File: src/rtl/core/fate_pkg.sv
// Shared types, codes and constants of the FAT table entry engine.
package fate_pkg;

  localparam logic [2:0] OP_LOAD = 3'd0;
  localparam logic [2:0] OP_READ = 3'd1;
  localparam logic [2:0] OP_GET  = 3'd2;
  localparam logic [2:0] OP_SET  = 3'd3;
  localparam logic [2:0] OP_FIND = 3'd4;

  localparam logic [2:0] ST_LINK   = 3'd0;
  localparam logic [2:0] ST_BAD    = 3'd1;
  localparam logic [2:0] ST_END    = 3'd2;
  localparam logic [2:0] ST_UNUSED = 3'd3;
  localparam logic [2:0] ST_RANGE  = 3'd4;
  localparam logic [2:0] ST_NONE   = 3'd5;

  localparam logic [1:0] KIND_LINK   = 2'd0;
  localparam logic [1:0] KIND_BAD    = 2'd1;
  localparam logic [1:0] KIND_END    = 2'd2;
  localparam logic [1:0] KIND_UNUSED = 2'd3;

  localparam logic [1:0] FAT12       = 2'd0;
  localparam logic [1:0] FAT16       = 2'd1;
  localparam logic [1:0] FAT32       = 2'd2;
  localparam logic [1:0] FAT_UNKNOWN = 2'd3;

  localparam logic [1:0] REG_FAT_TYPE      = 2'd0;
  localparam logic [1:0] REG_CLUSTER_COUNT = 2'd1;

  localparam logic [27:0] BAD12 = 28'h0000FF7;
  localparam logic [27:0] END12 = 28'h0000FF8;
  localparam logic [27:0] BAD16 = 28'h000FFF7;
  localparam logic [27:0] END16 = 28'h000FFF8;
  localparam logic [27:0] BAD32 = 28'hFFFFFF7;
  localparam logic [27:0] END32 = 28'hFFFFFF8;
  localparam logic [31:0] MASK28 = 32'h0FFFFFFF;
  localparam logic [15:0] MASK12 = 16'h0FFF;

  typedef struct packed {
    logic [2:0]  op;
    logic [13:0] byte_address;
    logic [7:0]  byte_data;
    logic [13:0] cluster_index;
    logic [27:0] entry_value;
    logic [1:0]  value_kind;
    logic        byte_range;   // byte address beyond the store
  } cmd_t;

  typedef struct packed {
    logic valid;
    cmd_t cmd;
  } queue_head_t;

endpackage

File: src/rtl/core/fate_if.sv
// Channel interfaces: request, response and configuration write.
interface fate_req_if;
  logic        valid;
  logic        ready;
  logic [2:0]  op;
  logic [13:0] byte_address;
  logic [7:0]  byte_data;
  logic [13:0] cluster_index;
  logic [27:0] entry_value;
  logic [1:0]  value_kind;
  modport source (output valid, op, byte_address, byte_data, cluster_index,
                  entry_value, value_kind, input ready);
  modport sink (input valid, op, byte_address, byte_data, cluster_index,
                entry_value, value_kind, output ready);
endinterface


File: src/rtl/core/fate_front.sv
// Front end: accept requests, flag byte range, hold a two-entry queue.
module fate_front #(
  parameter int TABLE_BYTES = 16384
) (
  input  logic                 clk,
  input  logic                 rst,
  fate_req_if.sink             req,
  input  logic                 pop,
  output fate_pkg::queue_head_t head
);
  import fate_pkg::*;

  cmd_t       slot [2];
  logic       rd_ptr;
  logic       wr_ptr;
  logic [1:0] count;
  logic       push;
  cmd_t       incoming;

  assign req.ready = (count != 2'd2);
  assign push      = req.valid && req.ready;

  always_comb begin
    incoming.op            = req.op;
    incoming.byte_address  = req.byte_address;
    incoming.byte_data     = req.byte_data;
    incoming.cluster_index = req.cluster_index;
    incoming.entry_value   = req.entry_value;
    incoming.value_kind    = req.value_kind;
    incoming.byte_range    = (32'(req.byte_address) >= TABLE_BYTES);
  end

  assign head.valid = (count != 2'd0);
  assign head.cmd   = slot[rd_ptr];

  always_ff @(posedge clk) begin
    if (push) begin
      slot[wr_ptr] <= incoming;
    end
    if (rst) begin
      rd_ptr <= 1'b0;
      wr_ptr <= 1'b0;
      count  <= 2'd0;
    end else begin
      if (push) wr_ptr <= ~wr_ptr;
      if (pop)  rd_ptr <= ~rd_ptr;
      count <= count + {1'b0, push} - {1'b0, pop};
    end
  end
endmodule

File: src/flat_wrapper.sv
// flat-port wrapper written by rule: the top's interface ports become plain ports
module fate_front_flat import fate_pkg::*;
#(
  parameter int TABLE_BYTES = 16384
)
  (clk, rst, pop, head, req_valid, req_op, req_byte_address, req_byte_data, req_cluster_index, req_entry_value, req_value_kind, req_ready);
  fate_req_if req_i ();
  input  logic clk;
  input  logic rst;
  input  logic pop;
  output fate_pkg::queue_head_t head;
  input wire logic [$bits(req_i.valid)-1:0] req_valid;
  input wire logic [$bits(req_i.op)-1:0] req_op;
  input wire logic [$bits(req_i.byte_address)-1:0] req_byte_address;
  input wire logic [$bits(req_i.byte_data)-1:0] req_byte_data;
  input wire logic [$bits(req_i.cluster_index)-1:0] req_cluster_index;
  input wire logic [$bits(req_i.entry_value)-1:0] req_entry_value;
  input wire logic [$bits(req_i.value_kind)-1:0] req_value_kind;
  output wire logic [$bits(req_i.ready)-1:0] req_ready;
  assign req_i.valid = req_valid;
  assign req_i.op = req_op;
  assign req_i.byte_address = req_byte_address;
  assign req_i.byte_data = req_byte_data;
  assign req_i.cluster_index = req_cluster_index;
  assign req_i.entry_value = req_entry_value;
  assign req_i.value_kind = req_value_kind;
  assign req_ready = req_i.ready;
  fate_front #(.TABLE_BYTES(TABLE_BYTES)) u_core (.clk(clk), .rst(rst), .req(req_i), .pop(pop), .head(head));
endmodule
File: config.mk
export PLATFORM = sky130hd
export DESIGN_NAME = fate_front_flat
export DESIGN_NICKNAME = d
export VERILOG_FILES = /design/src/rtl/core/fate_pkg.sv /design/src/rtl/core/fate_if.sv /design/src/rtl/core/fate_front.sv /design/src/flat_wrapper.sv
export SDC_FILE = /design/constraint.sdc
export NUM_CORES = 1
export LEC_CHECK = 0
export BUFFER_PORTS_ARGS = -buffer_cell sky130_fd_sc_hd__buf_2
export CAP_MARGIN = 20
export CORE_MARGIN = 2
export CORE_UTILIZATION = 52
export CTS_CLUSTER_DIAMETER = 150
export CTS_CLUSTER_SIZE = 8
export DETAILED_ROUTE_END_ITERATION = 8
export GPL_TIMING_DRIVEN = 0
export HOLD_SLACK_MARGIN = 0.02
export PLACE_DENSITY = 0.8
export SLEW_MARGIN = 40
export SYNTH_ARGS = -nofsm -noshare
export SYNTH_HDL_FRONTEND = slang
export SYNTH_SLANG_ARGS = --single-unit
File: constraint.sdc
create_clock -name clk -period 3.1 [get_ports clk]
set_clock_uncertainty 0.05 [all_clocks]
set_input_delay 0.31 -clock clk [delete_from_list [all_inputs] [get_ports clk]]
set_output_delay 0.31 -clock clk [all_outputs]
set_load 0.02 [all_outputs]
==> metrics.md, run 1 <==
| Metric | Value |
|---|---|
| Critical Path, Cell by Cell | `buf_6 > buf_2 > mux2_2 > buf_2` |
| CTS Hold Bufs | `71` |
| Depth of the worst register-to-register path | `4` |
| Antenna violations before repair | `0` |
| Highest net fanout along the worst path | `10` |
| Vias per Instance | `~4.8` |
| Adder and majority gate portion of the synthesized area | `0.00238` |
| Number of buffers and inverters on the critical path | `3` |
| Layout net count | `about 550` |
| Destination of the critical timing path | `head[30]` |
| Routed Antenna Nets | `0` |
| Detailed-route DRC error count | `0` |
| Logic gate share of total power | `0.143` |
| Min-delay worst type | `in -> reg` |
| Power spent charging and discharging nets | `1.16 mW` |
| Synthesized area per cell | `about 22 um^2` |
| Fraction of the mapped netlist area in simple logic gates | `0.0114` |
| Clock tree from TritonCTS | `done` |
| Clock buffers created by TritonCTS | `17` |
| Top post-synthesis cells by area | `sky130_fd_sc_hd__edfxtp_1, sky130_fd_sc_hd__mux2_2, sky130_fd_sc_hd__mux2_4` |
| Number of sinks handled by clock tree synthesis | `about 140` |
| Synth Net Count | `~320` |
| Largest area contributor in the synthesized netlist | `sky130_fd_sc_hd__edfxtp_1` |
| Vias in the first global route | `approximately 3200` |
| Share of total power consumed by net switching | `0.223` |
| Type of origin of the critical path | `flop` |
| All-Layer GR Usage | `0.193` |
| Commonest cells after routing, fill and taps aside | `sky130_fd_sc_hd__buf_2, sky130_fd_sc_hd__edfxtp_1, sky130_fd_sc_hd__dlygate4sd3_1` |
| DRT Wirelength | `slightly above 10000 um` |
| Final Critical Period | `2140 ps` |
| Netlist cell types | `24` |
| Per-cell routed wire length | `between 15 and 20 um` |
| Resized Gates After CTS | `0` |
| Synth top area share | `0.787` |
| Port buffer count | `143` |
| Total die area | `between 10000 and 15000 um^2` |
| Final Wtd Congestion | `between 0.7 and 0.8` |
| Post-synthesis sequential area ratio | `0.806` |
| Area growth syn-to-layout | `43.8%` |
| Unrepaired setup endpoints after global routing | `false` |
| Worst ir drop on vdd | `approximately 420 uV` |
| Mapped cell area | `5270 um^2` |
| Largest net degree at the start of global routing | `45` |
| Post-CTS Repair Setup Buffers | `0` |
| Final-layout setup total negative slack | `0 ps` |
| Fraction of layout cells with a size suffix above 1 | `0.522` |
| Critical path required time | `around 2700 ps` |
| Via count | `3000` |
| Leading cell type in the layout, fill and taps excluded | `sky130_fd_sc_hd__buf_2` |
| Die width | `roughly 100 um` |
| Crit path max-delay cell type | `sky130_fd_sc_hd__mux2_2` |
| First-pass GRT wire length | `approximately 16000 um` |
| Leakage power total | `~3 nW` |
| Clk buf depth | `2` |
| Number of top-level pins | `about 150` |
| Clock slew at reported path FFs | `around 60 ps` |
| Std-Cell Core Area | `9820 um^2` |
| Share of the synthesized area in compound gates (AO/OA/AOI/OAI) | `0.00523` |
| First-iteration detailed-routing DRC count | `roughly 110` |
| Setup-failing EPs final | `0` |
| Status | `completed` |
| Worst-skew pair later-pin latency | `roughly 520 ps` |
| Pins Over Slew Limit | `0` |
| Register-to-register path setup slack | `about 1300 ps` |
| Count of H-tree levels built during CTS | `4` |
| Critical path's top delay family | `buffers and inverters` |
| Cell Int Power | `4.06 mW` |
| Power per unit of standard cell area | `slightly below 700 nW/um^2` |
| Die height | `approximately 100 um` |
| Delay of the slowest cell on the worst path | `between 300 and 400 ps` |
| CP Class | `reg -> out` |
| Count of synthesis-stage warnings from yosys | `0` |
| Endpoint of the lowest-slack register-to-register path | `u_core.slot[1][46]` |
| Post-synthesis sequential element count | `143` |
| Initial cell density of the core | `0.536` |
| Buffer cell driving the clock tree root | `sky130_fd_sc_hd__clkbuf_8` |
| Total count of hold-check failures in the final report | `0` |
| Cell occurring most often along the worst timing path | `sky130_fd_sc_hd__buf_2` |
| Number of logic stages on the critical path including buffering | `4` |
| Dominant combinational cell family by area after synthesis | `multiplexers` |
| DRT Pass-1 Iters | `4` |
| Data arrival time of the worst path | `1780 ps` |
| Highest Clock Rate | `467 MHz` |
| Share of synthesized area spent on multiplexers | `0.159` |
| Global route total overflow | `0` |
| Placement Rows | `36` |
| Count of antenna diodes in the layout | `0` |
| Area share of xor/xnor cells in the synthesized design | `0.00166` |
| Clock Power Share | `0.411` |
| Final period utilization | `0.691` |
| Hold WS | `approximately 56 ps` |
| Kind of end point of the critical path | `output port` |
| Max capacitance violation total | `0` |
| HPWL reported at the end of detailed placement | `a little under 6000 um` |
| R2r startpoint | `u_core.count[0]` |
| Share of total power in sequential cells | `0.446` |
| Post-Synthesis Cells | `243` |
synth_stat cells (all sizes together):
| master | n |
|---|---|
| a21bo | 1 |
| a21o | 1 |
| a21oi | 2 |
| and2b | 1 |
| and3 | 1 |
| buf | 9 |
| conb | 1 |
| dfxtp | 5 |
| edfxtp | 138 |
| ha | 1 |
| inv | 2 |
| mux2 | 70 |
| mux2i | 1 |
| nand2 | 1 |
| nand2b | 1 |
| nand3 | 1 |
| nand3b | 1 |
| nor2 | 3 |
| nor2b | 1 |
| or2 | 1 |
| xnor2 | 1 |
power groups by stage:
stage / Clock [mW] / Sequential, mW / Combinational, mW
finish: 2.15 / 2.33 / 0.748
global route: 2.25 / 2.34 / 0.801
CTS: 2.18 / 2.33 / 0.753
detailed placement: 0 / 2.37 / 0.679
global placement: 0 / 2.37 / 0.644
floorplan: 0 / 2.37 / 0.435
logic make-up after synthesis:
kind of cell    after synthesis
buf+inv                      11
fa+ha+maj                     1
compound gates                4
mux                          71
other cells                   1
simple gates                 11
xor+xnor                      1
flops                       143
worst min-delay path by stage:
stage / startpoint / end / slack (ps) / cells after the start
6_report: req_valid / u_core.count[0] / 60 / 3
5_1_grt: req_valid / u_core.count[0] / 70 / 3
4_1_cts: req_valid / u_core.count[0] / 40 / 3
3_5_place_dp: u_core.rd_ptr / u_core.rd_ptr / 450 / 2
3_3_place_gp: u_core.rd_ptr / u_core.rd_ptr / 440 / 2
2_1_floorplan: rst / u_core.count[0] / 330 / 1
per-layer routing:
| layer | routed length [um] | GRT usage | up-vias |
|---|---|---|---|
| met5 | 0 | 0 | - |
| met4 | 66 | 0.0781 | 0 |
| met3 | 535 | 0.0649 | 8 |
| met2 | 5580 | 0.350 | 98 |
| met1 | 3980 | 0.206 | 1459 |
| li1 | - | - | 1435 |
flip-flops by register name, summed over array words and instances, names as in the netlist, named ones only:
register       cells
u_core.slot      138
u_core.count       2
u_core.rd_ptr      1
u_core.wr_ptr      1
cell type report:
type                    instances  area [um^2]
well taps                     133          166
multi-input cells              89          953
repair buffers                217         1490
flip-flops and latches        143         4240
plain buffers                   9         66.3
inverters                       2         12.5
clock inverters                10          184
fillers                       587         2250
clock buffers                  22          453
worst min-delay path, cell delays in order:
cell	delay, ps
sky130_fd_sc_hd__buf_2	130
sky130_fd_sc_hd__nand3_1	80
sky130_fd_sc_hd__a21oi_1	60
metrics by stage:
stage	power [mW]	util	setup WS [ps]	area (um^2)	std cells
5_1_grt	5.40	0.771	876	7570	625
2_1_floorplan	2.80	-	247	5270	243
6_report	5.23	0.771	958	7570	625
4_1_cts	5.26	0.771	909	7570	625
3_3_place_gp	3.02	0.626	-451	6150	519
3_5_place_dp	3.05	0.634	1310	6230	522
(Power assumes the default switching activity.)
==> run 2, diff against run 1 <==
Settings changed: CORE_UTILIZATION 52 to 47, PLACE_DENSITY 0.8 to 0.77.
Clock period 3.1 ns to 1.9 ns, I/O delays scaled along.
==> run 2 against run 1 <==
The run now ends with negative setup slack left. Wire length rose by 18%. Global-route usage decreased by 0.74 points. Cell area increased by 10%. Combinational power rose by 120%. Register-to-register slack got worse by 1100 ps. Sequential share of layout area down 5.2 points. Hold slack better by 300 ps. Final cell count rose by 3.0%. Clock-buffer cell count fell by 3. Total power is 74% higher. Clock power rose by 67%. Largest cell class unchanged. Largest power group unchanged.
==> metrics.md, run 2 (same netlist as run 1, synthesis figures left out) <==
| Metric | Value |
|---|---|
| Status | `finished, violations left (was completed)` |
| Failing checks | `negative setup slack` |
| Number of top-level pins | `145 (unchanged)` |
| Critical path's top delay family | `buffers and inverters (unchanged)` |
| HPWL reported at the end of detailed placement | `6120 um (was 5860 um)` |
| Endpoint of the lowest-slack register-to-register path | `u_core.count[0] (was u_core.slot[1][46])` |
| Per-cell routed wire length | `18.6 um (was 16.3 um)` |
| Delay of the slowest cell on the worst path | `320 ps (was 380 ps)` |
| Detailed-route DRC error count | `0 (unchanged)` |
| Multi-input gate area in the final layout | `1110 um^2 (was 953 um^2)` |
| Via count | `3142 (was 3000)` |
| Type of origin of the critical path | `flop (unchanged)` |
| Commonest cells after routing, fill and taps aside | `sky130_fd_sc_hd__edfxtp_1, sky130_fd_sc_hd__buf_2, sky130_fd_sc_hd__dlygate4sd3_1 (was sky130_fd_sc_hd__buf_2, sky130_fd_sc_hd__edfxtp_1, sky130_fd_sc_hd__dlygate4sd3_1)` |
| Crit path max-delay cell type | `sky130_fd_sc_hd__dfxtp_2 (was sky130_fd_sc_hd__mux2_2)` |
| CP Class | `reg -> out (unchanged)` |
| Register-to-register path setup slack | `180 ps (was 1300 ps)` |
| Clock Power Share | `0.394 (was 0.411)` |
| Count of antenna diodes in the layout | `0 (unchanged)` |
| Power per unit of standard cell area | `1090 nW/um^2 (was 690 nW/um^2)` |
| Area growth syn-to-layout | `58.5% (was 43.8%)` |
| Total count of hold-check failures in the final report | `0 (unchanged)` |
| Area used by sequential logic in the layout | `4250 um^2 (was 4240 um^2)` |
| Biggest registers after layout | `u_core.slot: 138 flops, u_core.count: 2 flops (unchanged)` |
| Number of sinks handled by clock tree synthesis | `143 (unchanged)` |
| Logic gate share of total power | `0.185 (was 0.143)` |
| Largest Register | `u_core.slot (unchanged)` |
| Clock slew at reported path FFs | `60 ps (about the same)` |
| Leading cell type in the layout, fill and taps excluded | `sky130_fd_sc_hd__edfxtp_1 (was sky130_fd_sc_hd__buf_2)` |
| Total die area | `12100 um^2 (was 10900 um^2)` |
| Final Wtd Congestion | `0.701 (was 0.711)` |
| Die height | `110 um (was 105 um)` |
| Cell occurring most often along the worst timing path | `sky130_fd_sc_hd__buf_6 (was sky130_fd_sc_hd__buf_2)` |
| DRT Pass-1 Iters | `4 (unchanged)` |
| # placed instances | `530 (was 522)` |
| Global route total overflow | `0 (unchanged)` |
| Max capacitance violation total | `0 (unchanged)` |
| Buffer cell driving the clock tree root | `sky130_fd_sc_hd__clkbuf_8 (unchanged)` |
| Min setup slack post-route | `-39.4 ps (was 958 ps)` |
| HP Start | `req_byte_data[6] (was req_valid)` |
| All-Layer GR Usage | `0.186 (was 0.193)` |
| First-iteration detailed-routing DRC count | `155 (was 113)` |
| Depth of the worst hold-timing path | `2 (was 3)` |
| Hold WS | `352 ps (was 56.0 ps)` |
| End of the worst hold path | `u_core.slot[1][50] (was u_core.count[0])` |
| Leakage power total | `3.31 nW (was 2.93 nW)` |
| Highest net fanout along the worst path | `6 (was 10)` |
| Final Critical Period | `between 1500 and 2000 ps` |
| Power spent charging and discharging nets | `2.04 mW (was 1.16 mW)` |
| Layout net count | `567 (was 553)` |
| Placement Setup Slack | `114 ps (was 1310 ps)` |
| Pins Over Slew Limit | `0 (unchanged)` |
| Largest net degree at the start of global routing | `40 (was 45)` |
| Depth of the worst register-to-register path | `5 (was 4)` |
| Flip-flop count of the largest register, all copies and words added | `138 (unchanged)` |
| Antenna violations before repair | `0 (unchanged)` |
| Share of total power in sequential cells | `0.421 (was 0.446)` |
| Unrepaired setup endpoints after global routing | `true (was false)` |
| Non-Filler Instances | `644 (was 625)` |
| Worst ir drop on vdd | `711 uV (was 424 uV)` |
| Clock buffers created by TritonCTS | `17 (unchanged)` |
| Std-Cell Core Area | `10900 um^2 (was 9820 um^2)` |
| Critical Path, Cell by Cell | `buf_6 > buf_12 > clkbuf_16 > mux2_4 > buf_6 (was buf_6 > buf_2 > mux2_2 > buf_2)` |
| Kind of end point of the critical path | `output port (unchanged)` |
| Routed Antenna Nets | `0 (unchanged)` |
| Clk buf depth | `2 (unchanged)` |
| Critical path required time | `1660 ps (was 2740 ps)` |
| Vias in the first global route | `3318 (was 3226)` |
| Final-layout setup total negative slack | `-508 ps (was 0 ps)` |
| Die width | `110 um (was 105 um)` |
| Tot Pwr | `9.08 mW (was 5.23 mW)` |
| Setup-failing EPs final | `27 (was 0)` |
| Min-delay worst type | `in -> reg (unchanged)` |
| Vias per Instance | `4.88 (was 4.80)` |
| Cell Int Power | `7.04 mW (was 4.06 mW)` |
| Highest Clock Rate | `between 500 and 600 MHz` |
| Worst-skew pair later-pin latency | `500 ps (was 520 ps)` |
| Clock tree from TritonCTS | `done (unchanged)` |
| Fraction of layout cells with a size suffix above 1 | `0.540 (was 0.522)` |
| Number of buffers and inverters on the critical path | `4 (was 3)` |
| Final period utilization | `1.02` |
| Placement Rows | `38 (was 36)` |
| Initial cell density of the core | `0.484 (was 0.536)` |
| Port buffer count | `143 (unchanged)` |
| Count of H-tree levels built during CTS | `4 (unchanged)` |
| First-pass GRT wire length | `16100 um (was 15800 um)` |
| Data arrival time of the worst path | `1700 ps (was 1780 ps)` |
| Number of logic stages on the critical path including buffering | `5 (was 4)` |
| Share of total power consumed by net switching | `0.225 (was 0.223)` |
| R2r startpoint | `u_core.count[0] (unchanged)` |
| Count of filler cells inserted in the layout | `592 (was 587)` |
| DRT Wirelength | `12000 um (was 10200 um)` |
-- run 2: cell count changes in the layout (fill, tap and decap cells not counted), sizes merged --
cell / previous run / this run
buf: 155 / 164
bufinv: 5 / 6
dlygate4sd3: 71 / 73
clkinvlp: 1 / 2
inv: 3 / 2
-- run 2: repair_timing --
action,in CTS,in global routing
hold endpoints to repair,143,0
setup buffers,4,4
hold buffers,73,0
pin swaps,0,0
resized for setup,87,77
gates cloned,1,3
endpoints found under the setup margin,68,94
-- run 2: final cells by class --
type | count | share of cell area
Multi-Input combinational cell | 89 | 0.133
Tap cell | 140 | 0.0210
Sequential cell | 143 | 0.509
Buffer | 8 | 0.0151
Inverter | 2 | 0.00135
Clock inverter | 11 | 0.0256
Timing Repair Buffer | 232 | 0.245
Clock buffer | 19 | 0.0505
-- run 2: per-stage QoR --
| step | util | instance area [um^2] |
|---|---|---|
| 6_report | 0.767 | 8350 |
| 5_1_grt | 0.767 | 8350 |
| 4_1_cts | 0.735 | 8010 |
| 3_5_place_dp | 0.576 | 6270 |
| 3_3_place_gp | 0.567 | 6170 |
| 2_1_floorplan | - | 5280 |
-- run 2: worst reg2reg max path, cell delays in order, from the launching register on --
cell and delay [ps]:
sky130_fd_sc_hd__dfxtp_2 350, sky130_fd_sc_hd__inv_1 50, sky130_fd_sc_hd__ha_1 300, sky130_fd_sc_hd__a21o_1 180, sky130_fd_sc_hd__a21oi_1 150, sky130_fd_sc_hd__dlygate4sd3_1 570
-- run 2: worst max path at each step --
stage	endpoint	slack, ps	start
CTS	head[27]	-80	flop
detailed placement	u_core.slot[0][63]	110	u_core.count[0]
finish	head[53]	-40	flop
floorplan	u_core.slot[0][0]	-200	u_core.count[0]
global placement	u_core.slot[0][60]	-710	u_core.count[0]
global route	head[56]	-110	flop
-- run 2: per-layer routing --
metal	share of wire	track usage	vias up
met5	0	0	-
met4	0.012	0.0841	0
met3	0.063	0.0575	12
met2	0.56	0.340	112
met1	0.37	0.192	1559
li1	-	-	1459
-- run 2: power groups by stage --
| stage | Clock [mW] | Combinational (mW) | Sequential [mW] |
|---|---|---|---|
| floorplan | 0 | 0.717 | 3.86 |
| global placement | 0 | 1.06 | 3.87 |
| detailed placement | 0 | 1.14 | 3.87 |
| CTS | 3.63 | 1.48 | 3.81 |
| global route | 3.77 | 1.78 | 3.84 |
| finish | 3.58 | 1.68 | 3.82 |
==> run 3, diff against run 2 <==
Settings changed: CELL_PAD_IN_SITES_DETAIL_PLACEMENT from default to 1, CELL_PAD_IN_SITES_GLOBAL_PLACEMENT from default to 1, CORE_UTILIZATION 47 to 39, CTS_CLUSTER_DIAMETER 150 to 40, PLACE_DENSITY 0.77 to 0.76.
==> run 3 against run 2 <==
The run now ends clean. Combinational power fell by 19%. First-iteration DRC count fell by 21%. Non-clock buffer count down 5. Sequential power about the same. Global-route usage decreased by 2.1 points. Utilization shrank 17 points. Die area grew 20%. Hold slack got worse by 300 ps. Final cell count rose by 5.1%. Register-to-register slack better by 20 ps. Via count fell by 2.4%. Worst setup slack improved by 91 ps. Critical endpoint is now head[7]. Largest cell class unchanged.
==> metrics.md, run 3 (same netlist as run 1, synthesis figures left out) <==
| Metric | Value |
|---|---|
| Status | `completed (was finished, violations left)` |
| Commonest cells after routing, fill and taps aside | `sky130_fd_sc_hd__edfxtp_1, sky130_fd_sc_hd__buf_2, sky130_fd_sc_hd__dlygate4sd3_1 (unchanged)` |
| Clock slew at reported path FFs | `50 ps (was 60 ps)` |
| # placed instances | `566 (was 530)` |
| Hold WS | `52.5 ps (was 352 ps)` |
| Total die area | `14400 um^2 (was 12100 um^2)` |
| Routed Antenna Nets | `0 (unchanged)` |
| Count of antenna diodes in the layout | `0 (unchanged)` |
| Placement Rows | `42 (was 38)` |
| Max transition margin | `0.656` |
| Placement Setup Slack | `38.0 ps (was 114 ps)` |
| Antenna violations before repair | `0 (unchanged)` |
| Flip-flop count of the largest register, all copies and words added | `138 (unchanged)` |
| DRT Pass-1 Iters | `4 (unchanged)` |
| Setup-failing EPs final | `0 (was 27)` |
| Number of top-level pins | `145 (unchanged)` |
| DRT Wirelength | `11700 um (was 12000 um)` |
| Biggest registers after layout | `u_core.slot: 138 flops, u_core.count: 2 flops (unchanged)` |
| Critical path required time | `1660 ps (about the same)` |
| Global route total overflow | `0 (unchanged)` |
| Clock buffers created by TritonCTS | `17 (unchanged)` |
| Largest Register | `u_core.slot (unchanged)` |
| Pins Over Slew Limit | `0 (unchanged)` |
| Std-Cell Core Area | `13200 um^2 (was 10900 um^2)` |
| Die width | `120 um (was 110 um)` |
| Tot Pwr | `8.53 mW (was 9.08 mW)` |
| CP Class | `reg -> out (unchanged)` |
| First-iteration detailed-routing DRC count | `123 (was 155)` |
| Min setup slack post-route | `51.4 ps (was -39.4 ps)` |
| Highest Clock Rate | `541 MHz (was 516 MHz)` |
| Final Wtd Congestion | `0.690 (was 0.701)` |
| Vias in the first global route | `3426 (was 3318)` |
| Highest signal layer in the routed design | `met4 (unchanged)` |
| Worst-skew pair later-pin latency | `410 ps (was 500 ps)` |
| All-Layer GR Usage | `0.165 (was 0.186)` |
| Layout net count | `562 (was 567)` |
| Count of H-tree levels built during CTS | `4 (unchanged)` |
| Final period utilization | `0.973 (was 1.02)` |
| Largest net degree at the start of global routing | `36 (was 40)` |
| Area growth syn-to-layout | `48.3% (was 58.5%)` |
| Type of origin of the critical path | `flop (unchanged)` |
| Clk buf depth | `2 (unchanged)` |
| Worst ir drop on vdd | `827 uV (was 711 uV)` |
| Data arrival time of the worst path | `1610 ps (was 1700 ps)` |
| Final-layout setup total negative slack | `0 ps (was -508 ps)` |
| First-pass GRT wire length | `17700 um (was 16100 um)` |
| Fraction of layout cells with a size suffix above 1 | `0.545 (was 0.540)` |
| Met2 wire length | `6650 um (was 6660 um)` |
| Final Critical Period | `1850 ps (was 1940 ps)` |
| Buffer cell driving the clock tree root | `sky130_fd_sc_hd__clkbuf_16 (was sky130_fd_sc_hd__clkbuf_8)` |
| Port buffer count | `143 (unchanged)` |
| Non-Filler Instances | `677 (was 644)` |
| Min-delay worst type | `in -> reg (unchanged)` |
| Transition at the pin with the smallest max-transition slack | `slightly above 500 ps` |
| Via count | `3067 (was 3142)` |
| Max capacitance violation total | `0 (unchanged)` |
| Wire length on met3 | `654 um (was 749 um)` |
| Die height | `120 um (was 110 um)` |
| Detailed-route DRC error count | `0 (unchanged)` |
| Power per unit of standard cell area | `1090 nW/um^2 (about the same)` |
| Wire length on met1 | `4240 um (was 4400 um)` |
| Highest net fanout along the worst path | `8 (was 6)` |
| Vias per Instance | `4.53 (was 4.88)` |
| Clock tree from TritonCTS | `done (unchanged)` |
| Count of filler cells inserted in the layout | `1218 (was 592)` |
| Initial cell density of the core | `0.399 (was 0.484)` |
| Leakage power total | `3.01 nW (was 3.31 nW)` |
| Total count of hold-check failures in the final report | `0 (unchanged)` |
| Kind of end point of the critical path | `output port (unchanged)` |
| HPWL reported at the end of detailed placement | `7090 um (was 6120 um)` |
| Leading cell type in the layout, fill and taps excluded | `sky130_fd_sc_hd__edfxtp_1 (unchanged)` |
| Number of sinks handled by clock tree synthesis | `143 (unchanged)` |
| Per-cell routed wire length | `17.2 um (was 18.6 um)` |
==> run 3: metal layers <==
layer / up-vias / global-route usage
met3: 9 / 0.0632
met4: 0 / 0.0456
met1: 1528 / 0.173
met2: 85 / 0.306
met5: - / 0
li1: 1445 / -
==> run 3: final cells by class <==
class / instances / area [um^2] / area share
buffer: 9 / 96.3 / 0.0123
inverter: 2 / 11.3 / 0.00144
tap: 176 / 220 / 0.0282
timing repair buffer: 226 / 1660 / 0.213
sequential: 143 / 4250 / 0.544
multi-input combinational: 89 / 961 / 0.123
clock buffer: 21 / 470 / 0.0602
clock inverter: 11 / 138 / 0.0176
==> run 3: per-stage QoR <==
| stage | util | instance area (um^2) |
|---|---|---|
| global placement | 0.471 | 6220 |
| CTS | 0.581 | 7660 |
| floorplan | - | 5280 |
| detailed placement | 0.479 | 6320 |
| global route | 0.592 | 7810 |
| finish | 0.592 | 7810 |
==> run 3: power by group <==
part | total (mW) | internal [mW] | switching [mW] | leakage [nW]
Sequential | 3.81 | 3.75 | 0.0654 | 1.33
Combinational | 1.36 | 0.657 | 0.707 | 1.38
Clock | 3.36 | 2.16 | 1.20 | 0.295
==> run 3: path summary, 6_finish.rpt <==
kind	from	end	slack, ps	cells after the start
setup / recovery	flop	head[7]	50	5
hold / removal	req_valid	u_core.count[0]	50	3
setup reg to reg	u_core.count[0]	u_core.slot[1][58]	200	3
hold reg to reg	u_core.rd_ptr	u_core.rd_ptr	460	2
==> run 3: worst max-delay path, cell delays in order (launching register included) <==
cell and delay (ps):
sky130_fd_sc_hd__dfxtp_2 320, sky130_fd_sc_hd__buf_6 130, sky130_fd_sc_hd__buf_12 150, sky130_fd_sc_hd__buf_12 110, sky130_fd_sc_hd__mux2_2 330, sky130_fd_sc_hd__buf_2 160
==> run 3: repair_timing <==
item / 4_1_cts / 5_1_grt
endpoints found under the hold margin: 142 / 0
resized for setup: 7 / 17
setup endpoints to repair: 56 / 41
hold buffers: 71 / 0
setup buffers: 0 / 7
cloned: 0 / 1
